--- src/sv/bps_pkg.sv ---
// ----------------------------------------------------------------------------
// Buzzer pattern sequencer package
// Item types, register map, reset values and codes shared by the block,
// its channel interfaces and its checker.
// ----------------------------------------------------------------------------
package bps_pkg;

    // Width of the configuration registers and of the pattern timers.
    localparam int unsigned CntW = 8;

    // APB register map: register i lies at byte address 4*i.
    localparam int unsigned AddrW = 5;
    localparam int unsigned DataW = 32;
    localparam logic [2:0] REG_KEY_BEEP_TICKS   = 3'd0;
    localparam logic [2:0] REG_LONG_BEEP_TICKS  = 3'd1;
    localparam logic [2:0] REG_LONG_BEEP_HALVES = 3'd2;
    localparam logic [2:0] REG_ALARM_ON_TICKS   = 3'd3;
    localparam logic [2:0] REG_ALARM_OFF_TICKS  = 3'd4;
    localparam logic [2:0] REG_SWITCH_GAP_TICKS = 3'd5;

    // Register reset values.
    localparam logic [CntW-1:0] RST_KEY_BEEP_TICKS   = 8'd4;
    localparam logic [CntW-1:0] RST_LONG_BEEP_TICKS  = 8'd10;
    localparam logic [CntW-1:0] RST_LONG_BEEP_HALVES = 8'd4;
    localparam logic [CntW-1:0] RST_ALARM_ON_TICKS   = 8'd3;
    localparam logic [CntW-1:0] RST_ALARM_OFF_TICKS  = 8'd2;
    localparam logic [CntW-1:0] RST_SWITCH_GAP_TICKS = 8'd3;

    // Fault status codes; the unused code behaves as an active fault.
    localparam logic [1:0] FAULT_NONE  = 2'd0;
    localparam logic [1:0] FAULT_ENDED = 2'd2;

    // Mute icon commands.
    localparam logic [1:0] ICON_NONE  = 2'd0;
    localparam logic [1:0] ICON_SHOW  = 2'd1;
    localparam logic [1:0] ICON_CLEAR = 2'd2;

    // Bit positions in the pattern masks.
    localparam int unsigned PAT_KEY   = 0;
    localparam int unsigned PAT_LONG  = 1;
    localparam int unsigned PAT_ALARM = 2;

    // Bit positions in the phase flags (set means silent phase).
    localparam int unsigned PH_LONG  = 0;
    localparam int unsigned PH_ALARM = 1;

    // Sound state machine.
    typedef enum logic [1:0] {
        SND_ON     = 2'd0,
        SND_MUTE   = 2'd1,
        SND_CANCEL = 2'd2
    } t_snd_state;

    // One control tick.
    typedef struct packed {
        logic       key_beep;
        logic       refusal_beep;
        logic       update_request;
        logic       cancel_set;
        logic       cancel_clear;
        logic [1:0] fault_status;
        logic       mute_setting;
    } t_in_item;

    // One result per tick.
    typedef struct packed {
        logic       buzzer_level;
        logic [1:0] mute_icon_cmd;
    } t_out_item;

endpackage

--- src/sv/bps_if.sv ---
// ----------------------------------------------------------------------------
// Buzzer pattern sequencer channels
// Valid/ready channels for tick items and result items.
// ----------------------------------------------------------------------------
interface bps_in_if;
    logic               valid;
    logic               ready;
    bps_pkg::t_in_item  data;

    modport source (output valid, output data, input ready);
    modport sink (input valid, input data, output ready);
endinterface

interface bps_out_if;
    logic               valid;
    logic               ready;
    bps_pkg::t_out_item data;

    modport source (output valid, output data, input ready);
    modport sink (input valid, input data, output ready);
endinterface

--- src/sv/buzzer_pattern_sequencer.sv ---
// ----------------------------------------------------------------------------
// Buzzer pattern sequencer
// Applies one control tick per item and sequences key beep, long beep and
// alarm patterns behind a sound/mute/cancel state machine.
// ----------------------------------------------------------------------------
// Usage:
// Tick items arrive on i_in (valid/ready); each gives exactly one result item
// on o_out with the buzzer level after the tick and a mute icon command.
// An item is accepted at a clock edge with valid and ready both high.
// The tick is captured in an input register at the accepting edge, and the
// whole tick update is one pass of combinational logic that writes the state
// and the result register when the result register is empty or being emptied.
// Throughput is one item per cycle while the receiver keeps ready high.
// When the receiver stalls, the result holds, the input register takes one
// more tick which then waits, and i_in.ready drops once both registers are
// full.
// The APB port sets the six 8-bit pattern timings (byte address 4*i); pready
// is always high and writes take effect at the access cycle. Write them only
// while no item is in flight.
// Reset (i_rst_n low, synchronous) empties both registers, restores default
// timings and puts the buzzer off in the sounding state with no pattern.
// ----------------------------------------------------------------------------
module buzzer_pattern_sequencer (
    input  logic                             i_clk,
    input  logic                             i_rst_n,
    bps_in_if.sink                           i_in,
    bps_out_if.source                        o_out,
    input  logic                             psel,
    input  logic                             penable,
    input  logic                             pwrite,
    input  logic [bps_pkg::AddrW-1:0]        paddr,
    input  logic [bps_pkg::DataW-1:0]        pwdata,
    output logic [bps_pkg::DataW-1:0]        prdata,
    output logic                             pready
);

    localparam int unsigned W = bps_pkg::CntW;

    // Configuration registers.
    logic [W-1:0] r_key_beep_ticks, r_long_beep_ticks, r_long_beep_halves;
    logic [W-1:0] r_alarm_on_ticks, r_alarm_off_ticks, r_switch_gap_ticks;
    logic [2:0]   reg_idx;
    logic         cfg_wr;
    logic [W-1:0] rd_val;

    // Pipeline registers.
    logic                r_in_valid;
    bps_pkg::t_in_item   r_in;
    logic                r_out_valid;
    bps_pkg::t_out_item  r_out;
    logic                advance;

    // Tick state.
    bps_pkg::t_snd_state r_sound_state, n_sound_state;
    logic         r_last_chirp, n_last_chirp;
    logic         r_cancel_alarm, n_cancel_alarm;
    logic [2:0]   r_pattern_active, n_pattern_active;
    logic [W-1:0] r_key_timer, n_key_timer;
    logic [W-1:0] r_long_timer, n_long_timer;
    logic [W-1:0] r_long_halves_left, n_long_halves_left;
    logic [W-1:0] r_alarm_timer, n_alarm_timer;
    logic [2:0]   r_was_playing, n_was_playing;
    logic [1:0]   r_phase_flags, n_phase_flags;
    logic [W-1:0] r_gap_key, n_gap_key;
    logic [W-1:0] r_gap_long, n_gap_long;
    logic [W-1:0] r_gap_alarm, n_gap_alarm;
    logic         r_buzzer, n_buzzer;

    // Values after the tick's events and fault handling.
    logic         e_cancel;
    logic         e_eval;
    logic         e_buzzer;
    logic [2:0]   e_pattern;
    logic [W-1:0] e_key_timer, e_long_timer, e_long_halves;

    // Sound state machine outputs.
    logic         s_chirp_set;
    logic         s_drop_long;
    logic         s_drop_alarm;
    logic [1:0]   s_icon;

    // ------------------------------------------------------------------
    // Configuration port.
    // ------------------------------------------------------------------
    assign reg_idx = paddr[bps_pkg::AddrW-1:2];
    assign cfg_wr  = psel & penable & pwrite;
    assign pready  = 1'b1;

    always_ff @(posedge i_clk) begin
        if (!i_rst_n) begin
            r_key_beep_ticks   <= bps_pkg::RST_KEY_BEEP_TICKS;
            r_long_beep_ticks  <= bps_pkg::RST_LONG_BEEP_TICKS;
            r_long_beep_halves <= bps_pkg::RST_LONG_BEEP_HALVES;
            r_alarm_on_ticks   <= bps_pkg::RST_ALARM_ON_TICKS;
            r_alarm_off_ticks  <= bps_pkg::RST_ALARM_OFF_TICKS;
            r_switch_gap_ticks <= bps_pkg::RST_SWITCH_GAP_TICKS;
        end else if (cfg_wr) begin
            unique case (reg_idx)
                bps_pkg::REG_KEY_BEEP_TICKS:   r_key_beep_ticks   <= pwdata[W-1:0];
                bps_pkg::REG_LONG_BEEP_TICKS:  r_long_beep_ticks  <= pwdata[W-1:0];
                bps_pkg::REG_LONG_BEEP_HALVES: r_long_beep_halves <= pwdata[W-1:0];
                bps_pkg::REG_ALARM_ON_TICKS:   r_alarm_on_ticks   <= pwdata[W-1:0];
                bps_pkg::REG_ALARM_OFF_TICKS:  r_alarm_off_ticks  <= pwdata[W-1:0];
                bps_pkg::REG_SWITCH_GAP_TICKS: r_switch_gap_ticks <= pwdata[W-1:0];
                default: ;
            endcase
        end
    end

    // Read data mux; unused addresses read as zero.
    always_comb begin
        unique case (reg_idx)
            bps_pkg::REG_KEY_BEEP_TICKS:   rd_val = r_key_beep_ticks;
            bps_pkg::REG_LONG_BEEP_TICKS:  rd_val = r_long_beep_ticks;
            bps_pkg::REG_LONG_BEEP_HALVES: rd_val = r_long_beep_halves;
            bps_pkg::REG_ALARM_ON_TICKS:   rd_val = r_alarm_on_ticks;
            bps_pkg::REG_ALARM_OFF_TICKS:  rd_val = r_alarm_off_ticks;
            bps_pkg::REG_SWITCH_GAP_TICKS: rd_val = r_switch_gap_ticks;
            default:                       rd_val = '0;
        endcase
    end
    assign prdata = {{(bps_pkg::DataW - W){1'b0}}, rd_val};

    // ------------------------------------------------------------------
    // Handshake: the captured tick moves on whenever the result register
    // is empty or is being emptied this cycle.
    // ------------------------------------------------------------------
    assign advance     = r_in_valid & (~r_out_valid | o_out.ready);
    assign i_in.ready  = ~r_in_valid | advance;
    assign o_out.valid = r_out_valid;
    assign o_out.data  = r_out;

    always_ff @(posedge i_clk) begin
        if (!i_rst_n) begin
            r_in_valid  <= 1'b0;
            r_out_valid <= 1'b0;
        end else begin
            if (i_in.ready) begin
                r_in_valid <= i_in.valid;
            end
            if (advance) begin
                r_out_valid <= 1'b1;
            end else if (o_out.ready) begin
                r_out_valid <= 1'b0;
            end
        end
    end

    always_ff @(posedge i_clk) begin
        if (i_in.valid && i_in.ready) begin
            r_in <= i_in.data;
        end
        if (advance) begin
            r_out.buzzer_level  <= n_buzzer;
            r_out.mute_icon_cmd <= s_icon;
        end
    end

    // ------------------------------------------------------------------
    // Events, then fault handling. An update request is consumed in the
    // same tick, so no pending flag survives between ticks.
    // ------------------------------------------------------------------
    always_comb begin
        e_cancel = r_cancel_alarm;
        if (r_in.cancel_set) begin
            e_cancel = 1'b1;
        end
        if (r_in.cancel_clear) begin
            e_cancel = 1'b0;
        end

        e_buzzer      = r_buzzer;
        e_pattern     = r_pattern_active;
        e_key_timer   = r_key_timer;
        e_long_timer  = r_long_timer;
        e_long_halves = r_long_halves_left;
        if (r_in.key_beep) begin
            e_buzzer           = 1'b0;
            e_pattern[bps_pkg::PAT_KEY] = 1'b1;
            e_key_timer        = r_key_beep_ticks;
        end
        if (r_in.refusal_beep) begin
            e_pattern[bps_pkg::PAT_LONG] = 1'b1;
            e_long_timer  = r_long_beep_ticks;
            e_long_halves = r_long_beep_halves;
        end
        e_eval = r_in.update_request;

        // All faults ended stops the alarm and re-arms a cancelled alarm.
        if (r_in.fault_status == bps_pkg::FAULT_ENDED) begin
            e_buzzer = 1'b0;
            e_pattern[bps_pkg::PAT_ALARM] = 1'b0;
            if (e_cancel) begin
                e_cancel = 1'b0;
                e_eval   = 1'b1;
            end
        end else if (r_in.fault_status != bps_pkg::FAULT_NONE && !e_cancel) begin
            e_pattern[bps_pkg::PAT_ALARM] = 1'b1;
        end
    end

    // ------------------------------------------------------------------
    // Sound state machine: next state.
    // ------------------------------------------------------------------
    always_comb begin
        n_sound_state = r_sound_state;
        if (e_eval) begin
            unique case (r_sound_state)
                bps_pkg::SND_ON: begin
                    if (r_in.mute_setting) begin
                        n_sound_state = bps_pkg::SND_MUTE;
                    end else if (e_cancel) begin
                        n_sound_state = bps_pkg::SND_CANCEL;
                    end
                end
                bps_pkg::SND_MUTE: begin
                    if (!r_in.mute_setting) begin
                        n_sound_state = bps_pkg::SND_ON;
                    end
                end
                bps_pkg::SND_CANCEL: begin
                    if (r_in.mute_setting) begin
                        n_sound_state = bps_pkg::SND_MUTE;
                    end else if (!e_cancel) begin
                        n_sound_state = bps_pkg::SND_ON;
                    end
                end
                default: ;
            endcase
        end
    end

    // Sound state machine: outputs.
    always_comb begin
        s_chirp_set  = 1'b0;
        s_drop_long  = 1'b0;
        s_drop_alarm = 1'b0;
        s_icon       = bps_pkg::ICON_NONE;
        if (e_eval) begin
            unique case (r_sound_state)
                bps_pkg::SND_ON: begin
                    if (r_in.mute_setting) begin
                        s_drop_long = 1'b1;
                        s_chirp_set = 1'b1;
                        s_icon      = bps_pkg::ICON_SHOW;
                    end else if (e_cancel) begin
                        s_chirp_set  = 1'b1;
                        s_drop_alarm = 1'b1;
                    end
                end
                bps_pkg::SND_MUTE: begin
                    if (!r_in.mute_setting) begin
                        s_icon = bps_pkg::ICON_CLEAR;
                    end
                end
                bps_pkg::SND_CANCEL: begin
                    if (r_in.mute_setting) begin
                        s_chirp_set = 1'b1;
                        s_icon      = bps_pkg::ICON_SHOW;
                    end
                end
                default: ;
            endcase
        end
    end

    // ------------------------------------------------------------------
    // Pattern sequencing: the key beep wins over the long beep, which wins
    // over the alarm. Entering a pattern after another one has played
    // starts a silent gap first, but the long beep gaps only after the key beep.
    // ------------------------------------------------------------------
    always_comb begin
        n_cancel_alarm     = e_cancel;
        n_buzzer           = e_buzzer;
        n_pattern_active   = e_pattern;
        n_key_timer        = e_key_timer;
        n_long_timer       = e_long_timer;
        n_long_halves_left = e_long_halves;
        n_alarm_timer      = r_alarm_timer;
        n_was_playing      = r_was_playing;
        n_phase_flags      = r_phase_flags;
        n_gap_key          = r_gap_key;
        n_gap_long         = r_gap_long;
        n_gap_alarm        = r_gap_alarm;
        n_last_chirp       = r_last_chirp | s_chirp_set;
        if (s_drop_long) begin
            n_pattern_active[bps_pkg::PAT_LONG] = 1'b0;
        end
        if (s_drop_alarm) begin
            n_pattern_active[bps_pkg::PAT_ALARM] = 1'b0;
        end

        if (!r_in.mute_setting || n_last_chirp) begin
            priority if (n_pattern_active[bps_pkg::PAT_KEY]) begin
                // Key beep: a switch restarts both other patterns silent.
                if (r_was_playing[bps_pkg::PAT_ALARM] || r_was_playing[bps_pkg::PAT_LONG]) begin
                    n_buzzer      = 1'b0;
                    n_gap_key     = r_switch_gap_ticks;
                    n_was_playing[bps_pkg::PAT_ALARM] = 1'b0;
                    n_was_playing[bps_pkg::PAT_LONG]  = 1'b0;
                    n_phase_flags = 2'b11;
                    n_alarm_timer = r_alarm_on_ticks;
                end
                if (n_gap_key == '0) begin
                    n_buzzer = 1'b1;
                    n_was_playing[bps_pkg::PAT_KEY] = 1'b1;
                    if (n_key_timer == '0) begin
                        n_buzzer     = 1'b0;
                        n_pattern_active[bps_pkg::PAT_KEY] = 1'b0;
                        n_last_chirp = 1'b0;
                    end else begin
                        n_key_timer = n_key_timer - 1'b1;
                    end
                end else begin
                    n_gap_key = n_gap_key - 1'b1;
                end
            end else if (n_pattern_active[bps_pkg::PAT_LONG]) begin
                // Long beep: on/off halves until the half count runs out.
                if (r_was_playing[bps_pkg::PAT_KEY]) begin
                    n_buzzer   = 1'b0;
                    n_gap_long = r_switch_gap_ticks;
                    n_was_playing[bps_pkg::PAT_KEY] = 1'b0;
                end
                if (n_gap_long == '0) begin
                    n_was_playing[bps_pkg::PAT_LONG] = 1'b1;
                    if (n_long_halves_left != '0) begin
                        if (n_long_timer != '0) begin
                            n_buzzer     = ~r_phase_flags[bps_pkg::PH_LONG];
                            n_long_timer = n_long_timer - 1'b1;
                        end else begin
                            n_long_halves_left = n_long_halves_left - 1'b1;
                            n_phase_flags[bps_pkg::PH_LONG] = ~r_phase_flags[bps_pkg::PH_LONG];
                            n_long_timer = r_long_beep_ticks;
                        end
                    end else begin
                        n_buzzer = 1'b0;
                        n_pattern_active[bps_pkg::PAT_LONG] = 1'b0;
                    end
                end else begin
                    n_gap_long = n_gap_long - 1'b1;
                end
            end else if (n_pattern_active[bps_pkg::PAT_ALARM]) begin
                // Alarm: endless on/off with separate reloads per phase.
                if (r_was_playing[bps_pkg::PAT_KEY] || r_was_playing[bps_pkg::PAT_LONG]) begin
                    n_buzzer    = 1'b0;
                    n_gap_alarm = r_switch_gap_ticks;
                    n_was_playing[bps_pkg::PAT_KEY]  = 1'b0;
                    n_was_playing[bps_pkg::PAT_LONG] = 1'b0;
                end
                if (n_gap_alarm == '0) begin
                    n_was_playing[bps_pkg::PAT_ALARM] = 1'b1;
                    if (r_alarm_timer != '0) begin
                        n_buzzer      = ~r_phase_flags[bps_pkg::PH_ALARM];
                        n_alarm_timer = r_alarm_timer - 1'b1;
                    end else begin
                        n_phase_flags[bps_pkg::PH_ALARM] = ~r_phase_flags[bps_pkg::PH_ALARM];
                        n_alarm_timer = r_phase_flags[bps_pkg::PH_ALARM] ?
                                        r_alarm_on_ticks : r_alarm_off_ticks;
                    end
                end else begin
                    n_gap_alarm = n_gap_alarm - 1'b1;
                end
            end else begin
                n_buzzer = n_buzzer;
            end
        end
    end

    // State update, once per tick that moves into the result register.
    always_ff @(posedge i_clk) begin
        if (!i_rst_n) begin
            r_sound_state      <= bps_pkg::SND_ON;
            r_last_chirp       <= 1'b0;
            r_cancel_alarm     <= 1'b0;
            r_pattern_active   <= '0;
            r_key_timer        <= '0;
            r_long_timer       <= '0;
            r_long_halves_left <= '0;
            r_alarm_timer      <= '0;
            r_was_playing      <= '0;
            r_phase_flags      <= '0;
            r_gap_key          <= '0;
            r_gap_long         <= '0;
            r_gap_alarm        <= '0;
            r_buzzer           <= 1'b0;
        end else if (advance) begin
            r_sound_state      <= n_sound_state;
            r_last_chirp       <= n_last_chirp;
            r_cancel_alarm     <= n_cancel_alarm;
            r_pattern_active   <= n_pattern_active;
            r_key_timer        <= n_key_timer;
            r_long_timer       <= n_long_timer;
            r_long_halves_left <= n_long_halves_left;
            r_alarm_timer      <= n_alarm_timer;
            r_was_playing      <= n_was_playing;
            r_phase_flags      <= n_phase_flags;
            r_gap_key          <= n_gap_key;
            r_gap_long         <= n_gap_long;
            r_gap_alarm        <= n_gap_alarm;
            r_buzzer           <= n_buzzer;
        end
    end

endmodule

--- src/flat_wrapper.sv ---
// flat-port wrapper written by rule: the top's interface ports become plain ports
module buzzer_pattern_sequencer_flat 
  (i_clk, i_rst_n, psel, penable, pwrite, paddr, pwdata, prdata, pready, i_in_valid, i_in_data, i_in_ready, o_out_valid, o_out_data, o_out_ready);
  bps_in_if i_in_i ();
  bps_out_if o_out_i ();
  input  logic i_clk;
  input  logic i_rst_n;
  input  logic psel;
  input  logic penable;
  input  logic pwrite;
  input  logic [bps_pkg::AddrW-1:0] paddr;
  input  logic [bps_pkg::DataW-1:0] pwdata;
  output logic [bps_pkg::DataW-1:0] prdata;
  output logic pready;
  input wire logic [$bits(i_in_i.valid)-1:0] i_in_valid;
  input wire logic [$bits(i_in_i.data)-1:0] i_in_data;
  output wire logic [$bits(i_in_i.ready)-1:0] i_in_ready;
  output wire logic [$bits(o_out_i.valid)-1:0] o_out_valid;
  output wire logic [$bits(o_out_i.data)-1:0] o_out_data;
  input wire logic [$bits(o_out_i.ready)-1:0] o_out_ready;
  assign i_in_i.valid = i_in_valid;
  assign i_in_i.data = i_in_data;
  assign i_in_ready = i_in_i.ready;
  assign o_out_valid = o_out_i.valid;
  assign o_out_data = o_out_i.data;
  assign o_out_i.ready = o_out_ready;
  buzzer_pattern_sequencer u_core (.i_clk(i_clk), .i_rst_n(i_rst_n), .i_in(i_in_i), .o_out(o_out_i), .psel(psel), .penable(penable), .pwrite(pwrite), .paddr(paddr), .pwdata(pwdata), .prdata(prdata), .pready(pready));
endmodule
--- config.mk ---
export PLATFORM = sky130hd
export DESIGN_NAME = buzzer_pattern_sequencer_flat
export DESIGN_NICKNAME = d
export VERILOG_FILES = /design/src/sv/bps_pkg.sv /design/src/sv/bps_if.sv /design/src/sv/buzzer_pattern_sequencer.sv /design/src/flat_wrapper.sv
export SDC_FILE = /design/constraint.sdc
export NUM_CORES = 1
export LEC_CHECK = 0
export BUFFER_PORTS_ARGS = -buffer_cell sky130_fd_sc_hd__buf_2
export CAP_MARGIN = 0
export CORE_ASPECT_RATIO = 0.6
export CORE_MARGIN = 2
export CORE_UTILIZATION = 35
export CTS_BUF_LIST = sky130_fd_sc_hd__clkbuf_16
export CTS_CLUSTER_DIAMETER = 60
export DETAILED_ROUTE_END_ITERATION = 10
export SLEW_MARGIN = 20
export SYNTH_ARGS = -nofsm -noshare
export SYNTH_HDL_FRONTEND = slang
export SYNTH_SLANG_ARGS = --single-unit
--- constraint.sdc ---
create_clock -name i_clk -period 7.45 [get_ports i_clk]
set_input_delay 1.1175 -clock i_clk [delete_from_list [all_inputs] [get_ports i_clk]]
set_output_delay 1.1175 -clock i_clk [all_outputs]
set_load 0.02 [all_outputs]
==> impl_metrics.py, run 1 <==
metrics = {
    "clocking": {
        "clockRootBuffer": "clkbuf_16",
        "cts_buffers": 17,
        "cts_tree": "yes",
        "post-cts-setup-buffers": 0,
        "h-tree-depth": 4,
        "hold_buffers": 0,
        "cts.repair.resized": 0,
        "path_clk_slew_ps": 70,
        "clock_sinks": 130,
        "cts_buffer_depth": 2,
        "worstSkewPairLatency_ps": 430,
    },
    "yosys": {
        "synth_cell_types": 84,
        "synth-edff-count": 11,
        "synthFlopType": "dfxtp_1",
        "yosys.area.top_type": "dfxtp_1",
        "ys_seq_area_frac": 0.320,
        "syn-cell-area_mm2": 0.00847,
        "synth_area_leaders": "dfxtp_1 28%, mux2i_1 11%, nor2_1 6.5%",
        "synth_seq_cells": 130,
        "synth_top_area_frac": 0.281,
        "netlist_instances": 1058,
        "syn_avg_cell_area_um2": 8.01,
        "ys_warn_count": 0,
        "synthArstFlopShare": 0,
    },
    "die": {
        "io_pins": 90,
        "start_util": 0.354,
        "rows": 44,
        "core_mm2": 0.0239,
        "die_h_um": 125,
        "die_area_mm2": 0.0255,
        "die_w_um": 205,
    },
    "routing": {
        "drt_iter0_drc": 926,
        "wl_um": 27000,
        "postRouteAntennaNets": 0,
        "vias_per_cell": 5.79,
        "vias": 8108,
        "drtPass1Iterations": 7,
        "drcViolationCount": 0,
        "wl_per_cell_um": 19.3,
    },
    "power": {
        "p_seq_frac": 0.335,
        "total_power_w": 0.00229,
        "power_frac_comb": 0.296,
        "ir_worst_vdd_mv": 0.149,
        "clkPwrFrac": 0.369,
        "leakagePower_nw": 3.57,
        "p_per_area_mw_per_mm2": 244,
        "internal_power_w": 0.00147,
        "p_sw_w": 0.000819,
        "swShare": 0.357,
    },
    "cells_and_area": {
        "drive_gt1_frac": 0.119,
        "layout_commonest_cell": "nor2_1",
        "syn2layout_area_growth_pct": 11.0,
        "final_cell_mix": "146 x nor2_1, 119 x dfxtp_1, 95 x nand2_1",
        "final_nets": 1134,
        "diodes": 0,
    },
    "timing": {
        "setup_violations": 0,
        "worst_slew_pin_slew_ps": 1100,
        "hold_viol": 0,
        "maxSlewViolCount": 0,
        "timing.setup.tns_ps": 0,
        "relSlewSlack": 0.263,
        "clock.fmax_mhz": 244,
        "fin_crit_sh": 0.550,
        "fin_worst_skew_ps": 12.4,
        "rsz0062_at_grt": "no",
        "fin_crit_ps": 4100,
    },
    "worst_setup_path": {
        "arrival_ps": 4450,
        "path_max_fanout": 19,
        "end_kind": "register",
        "critPathRequiredTime_ps": 7800,
        "crit_path_start_kind": "register",
        "crit_type": "reg -> reg",
    },
    "global_routing": {
        "grt_overflow": 0,
        "grt_pass1_wl_um": 42100,
        "antenna_found_initial": 0,
        "grt_pass1_vias": 7037,
        "grt_usage": 0.213,
        "grt_max_degree": 63,
    },
    "placed_design": {
        "port_buffers": 38,
        "dpl.hpwl_um": 19300,
        "gp_congestion": 0.879,
    },
    "run_status": {
        "status": "completed",
    },
    "worst_hold_path": {
        "hold_path.class": "reg -> reg",
    },
    "flow_run": {
        "max_cap_violations": 0,
    },
}
[cell usage after synthesis (16+ instances only)]
cell	count
buf_4	28
o22ai_1	22
mux2i_1	91
dfxtp_1	119
nand2_1	95
ha_1	17
nor2_1	147
inv_1	20
clkbuf_1	50
nand3_1	20
o21ai_0	48
nor3_1	41
a31oi_1	16
a21oi_1	69
[final cells by class]
cell class | instances | area, um^2
multi-input cells | 841 | 5320
clock buffers | 17 | 425
clock inverters | 15 | 154
flip-flops and latches | 130 | 2710
fillers | 2433 | 14500
inverters | 21 | 78.8
repair buffers | 54 | 310
well taps | 322 | 403
[per-stage QoR]
stage,cells,util,setup slack (ps),area (um^2),hold slack [ps]
detailed placement,1368,0.368,3450,8820,444
floorplan,1081,-,3770,8560,429
finish,1400,0.392,3350,9400,450
global route,1400,0.392,3050,9400,475
CTS,1400,0.392,3420,9400,452
global placement,1368,0.368,3440,8820,439
[layer usage]
layer / vias to the layer above / GRT usage / part of all wire
li1: 3830 / - / -
met1: 3870 / 0.359 / 0.52
met2: 397 / 0.252 / 0.36
met3: 11 / 0.0612 / 0.11
met4: 0 / 0.0379 / 0.0052
met5: - / 0 / 0
[cells by family (layout without fill, tap and decap cells)]
logic type                 count (synthesis)  in the layout  share of synthesized area
and+or+nand+nor                          415            415                      0.241
buffers and inverters                    110            107                     0.0635
DFF                                      130            130                      0.320
other                                      2             25                   0.000887
AOI/OAI and AO/OA                        261            261                      0.203
xor gates and xnor gates                  18             18                     0.0186
muxes                                    105            105                      0.127
adders and majority gates                 17             17                     0.0251
[worst max-delay path, cell delays in order, from the launching register on]
cell and delay [ps]:
dfxtp_1 610, or2_1 620, mux2i_1 440, ha_1 240
o211ai_1 120, or4_1 770, o41ai_2 310, and2_1 520
o221ai_1 220, a21oi_1 170
[final timing paths]
kind | start | to | slack, ps | cells past startpoint
worst max-delay path | u_core.r_was_playing[1] | u_core.r_alarm_timer[1] | 3350 | 9
worst min-delay path | u_core.r_gap_long[1] | u_core.r_gap_long[1] | 450 | 2
worst max register to register | u_core.r_was_playing[1] | u_core.r_alarm_timer[1] | 3350 | 9
worst min register to register | u_core.r_gap_long[1] | u_core.r_gap_long[1] | 450 | 2
[power groups by stage]
| stage | clock, W | combinational (W) | sequential [W] |
|---|---|---|---|
| floorplan | 0 | 0.000545 | 0.000771 |
| finish | 0.000845 | 0.000679 | 0.000768 |
| global route | 0.000890 | 0.000743 | 0.000772 |
| detailed placement | 0 | 0.000660 | 0.000782 |
| global placement | 0 | 0.000655 | 0.000781 |
| CTS | 0.000854 | 0.000664 | 0.000767 |
Note: power is estimated with default switching activity, not from simulation.
==> run 2, diff against run 1 <==
clock period = 4.3 ns   (was 7.45 ns; I/O delays follow)
==> run 2 against run 1 <==
  * Critical path depth grew 2
  * Power grew 76%
  * Final cell count grew 0.57%
  * Maximum frequency grew 9.4%
  * Combinational power grew 75%
  * Via count shrank 1.2%
  * Global-route usage is essentially flat
  * Critical endpoint is now u_core.r_key_timer[6]
  * Largest cell class unchanged
==> impl_metrics.py, run 2 (synthesized netlist as in run 1, its figures left out) <==
metrics = {
    "timing": {
        "relSlewSlack": 0.295,
        "fin_worst_skew_ps": 14.7,
        "maxSlewViolCount": 0,
        "clock.fmax_mhz": 267,
        "worst_slew_pin_slew_ps": 1050,
        "hold_viol": 0,
        "fin_crit_sh": 0.871,
        "holdWs_ps": 390,
        "fin_crit_ps": 3750,
        "setup_violations": 0,
        "timing.setup.tns_ps": 0,
        "rsz0062_at_grt": "no",
    },
    "placed_design": {
        "gp_congestion": 0.911,
        "port_buffers": 38,
        "dp.cells": 1375,
        "place_area_mm2": 0.00888,
        "dpl.hpwl_um": 19400,
    },
    "routing": {
        "vias_per_cell": 5.69,
        "postRouteAntennaNets": 0,
        "vias": 8009,
        "wl_per_cell_um": 19.1,
        "drt_iter0_drc": 825,
        "drcViolationCount": 0,
        "wl_um": 26900,
        "drtPass1Iterations": 5,
    },
    "die": {
        "start_util": 0.354,
        "die_h_um": 125,
        "die_w_um": 205,
        "die_area_mm2": 0.0255,
        "rows": 44,
        "io_pins": 90,
        "core_mm2": 0.0239,
    },
    "global_routing": {
        "grt_max_degree": 73,
        "grt_pass1_wl_um": 42200,
        "grt_overflow": 0,
        "grt_pass1_vias": 7088,
        "grt_usage": 0.214,
        "antenna_found_initial": 1,
    },
    "power": {
        "power_frac_comb": 0.296,
        "ir_worst_vdd_mv": 0.299,
        "clkPwrFrac": 0.374,
        "swShare": 0.361,
        "p_seq_frac": 0.330,
        "leakagePower_nw": 3.60,
        "p_per_area_mw_per_mm2": 425,
        "p_sw_w": 0.00145,
        "internal_power_w": 0.00257,
    },
    "clocking": {
        "h-tree-depth": 4,
        "clock_sinks": 130,
        "cts_buffer_depth": 2,
        "path_clk_slew_ps": 60,
        "cts_tree": "yes",
        "cts_buffers": 17,
        "post-cts-setup-buffers": 0,
        "cts.repair.resized": 0,
        "hold_buffers": 0,
        "worstSkewPairLatency_ps": 430,
        "clockRootBuffer": "clkbuf_16",
    },
    "run_status": {
        "status": "completed",
    },
    "cells_and_area": {
        "multi_input_area_mm2": 0.00531,
        "layout_commonest_cell": "nor2_1",
        "finalNonFillerCells": 1408,
        "n_fill_cell": 2475,
        "syn2layout_area_growth_pct": 11.9,
        "final_cell_mix": "147 x nor2_1, 119 x dfxtp_1, 95 x nand2_1",
        "seqCellArea_mm2": 0.00271,
        "final_nets": 1141,
        "drive_gt1_frac": 0.124,
        "final_area_mm2": 0.00948,
    },
    "worst_setup_path": {
        "crit_type": "reg -> reg",
        "reg2reg_from": "u_core.r_was_playing[2]",
        "arrival_ps": 4060,
        "critPathRequiredTime_ps": 4610,
        "end_kind": "register",
        "critPathLaunch": "u_core.r_was_playing[2]",
        "crit_path_start_kind": "register",
        "path_max_fanout": 19,
    },
    "worst_hold_path": {
        "min_from": "i_in_data[6]",
        "hold_path.class": "in -> reg",
    },
    "flow_run": {
        "max_cap_violations": 0,
    },
}
run 2: final timing paths:
kind	endpoint	slack [ps]	cells after the start
min reg2reg	u_core.r_key_timer[1]	450	2
max reg2reg	u_core.r_key_timer[6]	550	11
max	u_core.r_key_timer[6]	550	11
min	u_core.r_in[6]	390	1
run 2: per-layer routing:
layer  track usage  wire [um]  vias to the layer above
li1              -          -                     3849
met1         0.360      14400                     3849
met2         0.254       9840                      291
met3        0.0534       2400                       20
met4        0.0486        277                        0
met5             0          0                        -
run 2: cell type report:
class / instances / area share
multi-input combinational: 841 / 0.560
tap: 322 / 0.0425
sequential: 130 / 0.286
inverter: 21 / 0.00831
antenna: 1 / 0.000264
timing repair buffer: 61 / 0.0396
clock buffer: 17 / 0.0449
clock inverter: 15 / 0.0181
run 2: power groups by stage:
stage / clock network [W] / logic [W] / registers (W)
CTS: 0.00152 / 0.00116 / 0.00133
detailed placement: 0 / 0.00115 / 0.00135
global placement: 0 / 0.00114 / 0.00135
floorplan: 0 / 0.000944 / 0.00134
finish: 0.00151 / 0.00119 / 0.00133
global route: 0.00158 / 0.00132 / 0.00134
run 2: critical path, stage by stage (launching register included):
cell and delay (ps):
dfxtp_1 500, or2_2 370, mux2_2 420, inv_1 90, ha_1 160, or4b_1 450
or4_1 440, and2_4 280, a2111o_1 470, xnor2_1 150, a21oi_1 210, o22ai_2 90
run 2: through the flow:
step / setup slack, ps / util / total power (W)
after floorplan: 910 / - / 0.00228
after global placement: 706 / 0.371 / 0.00249
after detailed placement: 644 / 0.371 / 0.00251
after CTS: 615 / 0.396 / 0.00401
after global routing: 297 / 0.396 / 0.00423
final: 553 / 0.396 / 0.00403
==> run 3, diff against run 2 <==
SKIP_CTS_REPAIR_TIMING = 1   (was not set)
clock period = 4.7 ns   (was 4.3 ns; I/O delays follow)
==> run 3 against run 2 <==
  * Combinational power shrank 8%
  * First-iteration DRC count shrank 7.6%
  * Maximum frequency shrank 3.7%
  * Die area is the same
  * Critical path type unchanged
  * Largest power group unchanged
==> impl_metrics.py, run 3 (synthesized netlist as in run 1, its figures left out) <==
metrics = {
    "run_status": {
        "status": "completed",
    },
    "cells_and_area": {
        "layout_commonest_cell": "nor2_1",
        "final_nets": 1135,
        "final_cell_mix": "147 x nor2_1, 119 x dfxtp_1, 95 x nand2_1",
        "syn2layout_area_growth_pct": 10.9,
        "diodes": 0,
        "finalNonFillerCells": 1401,
        "n_fill_cell": 2460,
        "drive_gt1_frac": 0.119,
        "final_area_mm2": 0.00939,
    },
    "power": {
        "swShare": 0.366,
        "p_seq_frac": 0.340,
        "internal_power_w": 0.00227,
        "ir_worst_vdd_mv": 0.231,
        "leakagePower_nw": 3.57,
        "p_per_area_mw_per_mm2": 382,
        "power_frac_comb": 0.305,
        "p_sw_w": 0.00131,
        "clkPwrFrac": 0.356,
    },
    "placed_design": {
        "gp_congestion": 0.888,
        "pre_cts_slack_ps": 918,
        "dp.cells": 1369,
        "port_buffers": 38,
        "place_area_mm2": 0.00884,
        "dpl.hpwl_um": 19000,
    },
    "timing": {
        "maxSlewViolCount": 0,
        "worst_slew_pin_slew_ps": 1160,
        "fin_worst_skew_ps": 8.94,
        "holdWs_ps": 450,
        "clock.fmax_mhz": 257,
        "fin_crit_ps": 3890,
        "rsz0062_at_grt": "no",
        "hold_viol": 0,
        "fin_crit_sh": 0.828,
        "setup_ws_ps": 810,
        "setup_violations": 0,
        "timing.setup.tns_ps": 0,
        "relSlewSlack": 0.222,
    },
    "global_routing": {
        "grt_pass1_wl_um": 41900,
        "busiest_layer": "met1",
        "grt_overflow": 0,
        "grt_pass1_vias": 7201,
        "gr-usage-met2": 0.254,
        "met1_usage": 0.358,
        "grt_usage": 0.212,
        "antenna_found_initial": 0,
        "met3_usage": 0.0450,
        "grt_max_degree": 75,
    },
    "clocking": {
        "worstSkewPairLatency_ps": 430,
        "cts_buffer_depth": 2,
        "clock_sinks": 130,
        "path_clk_slew_ps": 60,
        "cts_buffers": 17,
        "cts_tree": "yes",
        "h-tree-depth": 4,
        "clockRootBuffer": "clkbuf_16",
    },
    "routing": {
        "vias_per_cell": 5.71,
        "drtPass1Iterations": 6,
        "wl_um": 26400,
        "drcViolationCount": 0,
        "wl_per_cell_um": 18.9,
        "postRouteAntennaNets": 0,
        "drt_iter0_drc": 762,
        "vias": 8006,
    },
    "worst_setup_path": {
        "crit_path_start_kind": "register",
        "crit_type": "reg -> reg",
        "critPathRequiredTime_ps": 4810,
        "slowest_stage": "dfxtp_1",
        "worstPathCellList": "nor2_1 -> a21boi_0 -> ha_1 -> or4b_1 -> or4_1 -> nand2_1 -> or3_1 -> a21oi_1 -> a41oi_1 -> o311ai_0",
        "r2r_slack_ps": 810,
        "cpPeakStageDelay_ps": 610,
        "end_kind": "register",
        "arrival_ps": 4000,
        "path_max_fanout": 13,
    },
    "die": {
        "core_mm2": 0.0239,
        "io_pins": 90,
        "die_w_um": 205,
        "die_h_um": 125,
        "start_util": 0.354,
        "die_area_mm2": 0.0255,
        "rows": 44,
    },
    "flow_run": {
        "max_cap_violations": 0,
    },
    "worst_hold_path": {
        "hold_path.class": "reg -> reg",
    },
}
==> run 3: changes by cell type in the layout (fill, tap and decap cells not counted), moves of 2 or more <==
cell        delta
inv_6          -3
clkinv_2       +4
clkinvlp_4     -2
buf_4          -6
clkinv_4       +2
bufinv_16      -2
==> run 3: worst paths after layout <==
path | start | endpoint | depth (start not counted)
min | u_core.r_gap_long[1] | u_core.r_gap_long[1] | 2
max | u_core.r_was_playing[1] | u_core.o_out.data[2] | 10
max reg2reg | u_core.r_was_playing[1] | u_core.o_out.data[2] | 10
min reg2reg | u_core.r_gap_long[1] | u_core.r_gap_long[1] | 2
==> run 3: metrics by stage <==
| stage | power (W) | util |
|---|---|---|
| 2_1_floorplan | 0.00209 | - |
| 3_3_place_gp | 0.00229 | 0.369 |
| 3_5_place_dp | 0.00230 | 0.369 |
| 4_1_cts | 0.00358 | 0.392 |
| 5_1_grt | 0.00378 | 0.392 |
| 6_report | 0.00358 | 0.392 |
==> run 3: layer usage <==
layer  vias to the layer above  part of all wire
li1                       3845                 -
met3                        24             0.099
met2                       323              0.36
met4                         0             0.012
met1                      3814              0.53
met5                         -                 0
==> run 3: area by class of cell <==
| class | count | area [um^2] | share of cell area |
|---|---|---|---|
| well taps | 322 | 403 | 0.0429 |
| repair buffers | 55 | 330 | 0.0352 |
| clock inverters | 14 | 103 | 0.0109 |
| inverters | 21 | 78.8 | 0.00839 |
| flip-flops and latches | 130 | 2710 | 0.289 |
| multi-input cells | 841 | 5310 | 0.566 |
| clock buffers | 18 | 450 | 0.0480 |
==> run 3: worst max-delay path, delay by kind of cell, from the launching register on <==
family          cells  cell delay, ps
simple gates        5            1670
fa+ha+maj           1             240
flops               1             610
compound gates      4            1040
==> run 3: power groups by stage <==
stage	sequential [W]	combinational [W]	clock [W]
after CTS	0.00121	0.00107	0.00129
after detailed placement	0.00124	0.00106	0
after floorplan	0.00122	0.000864	0
after global placement	0.00124	0.00105	0
after global routing	0.00122	0.00121	0.00135
final	0.00122	0.00109	0.00127
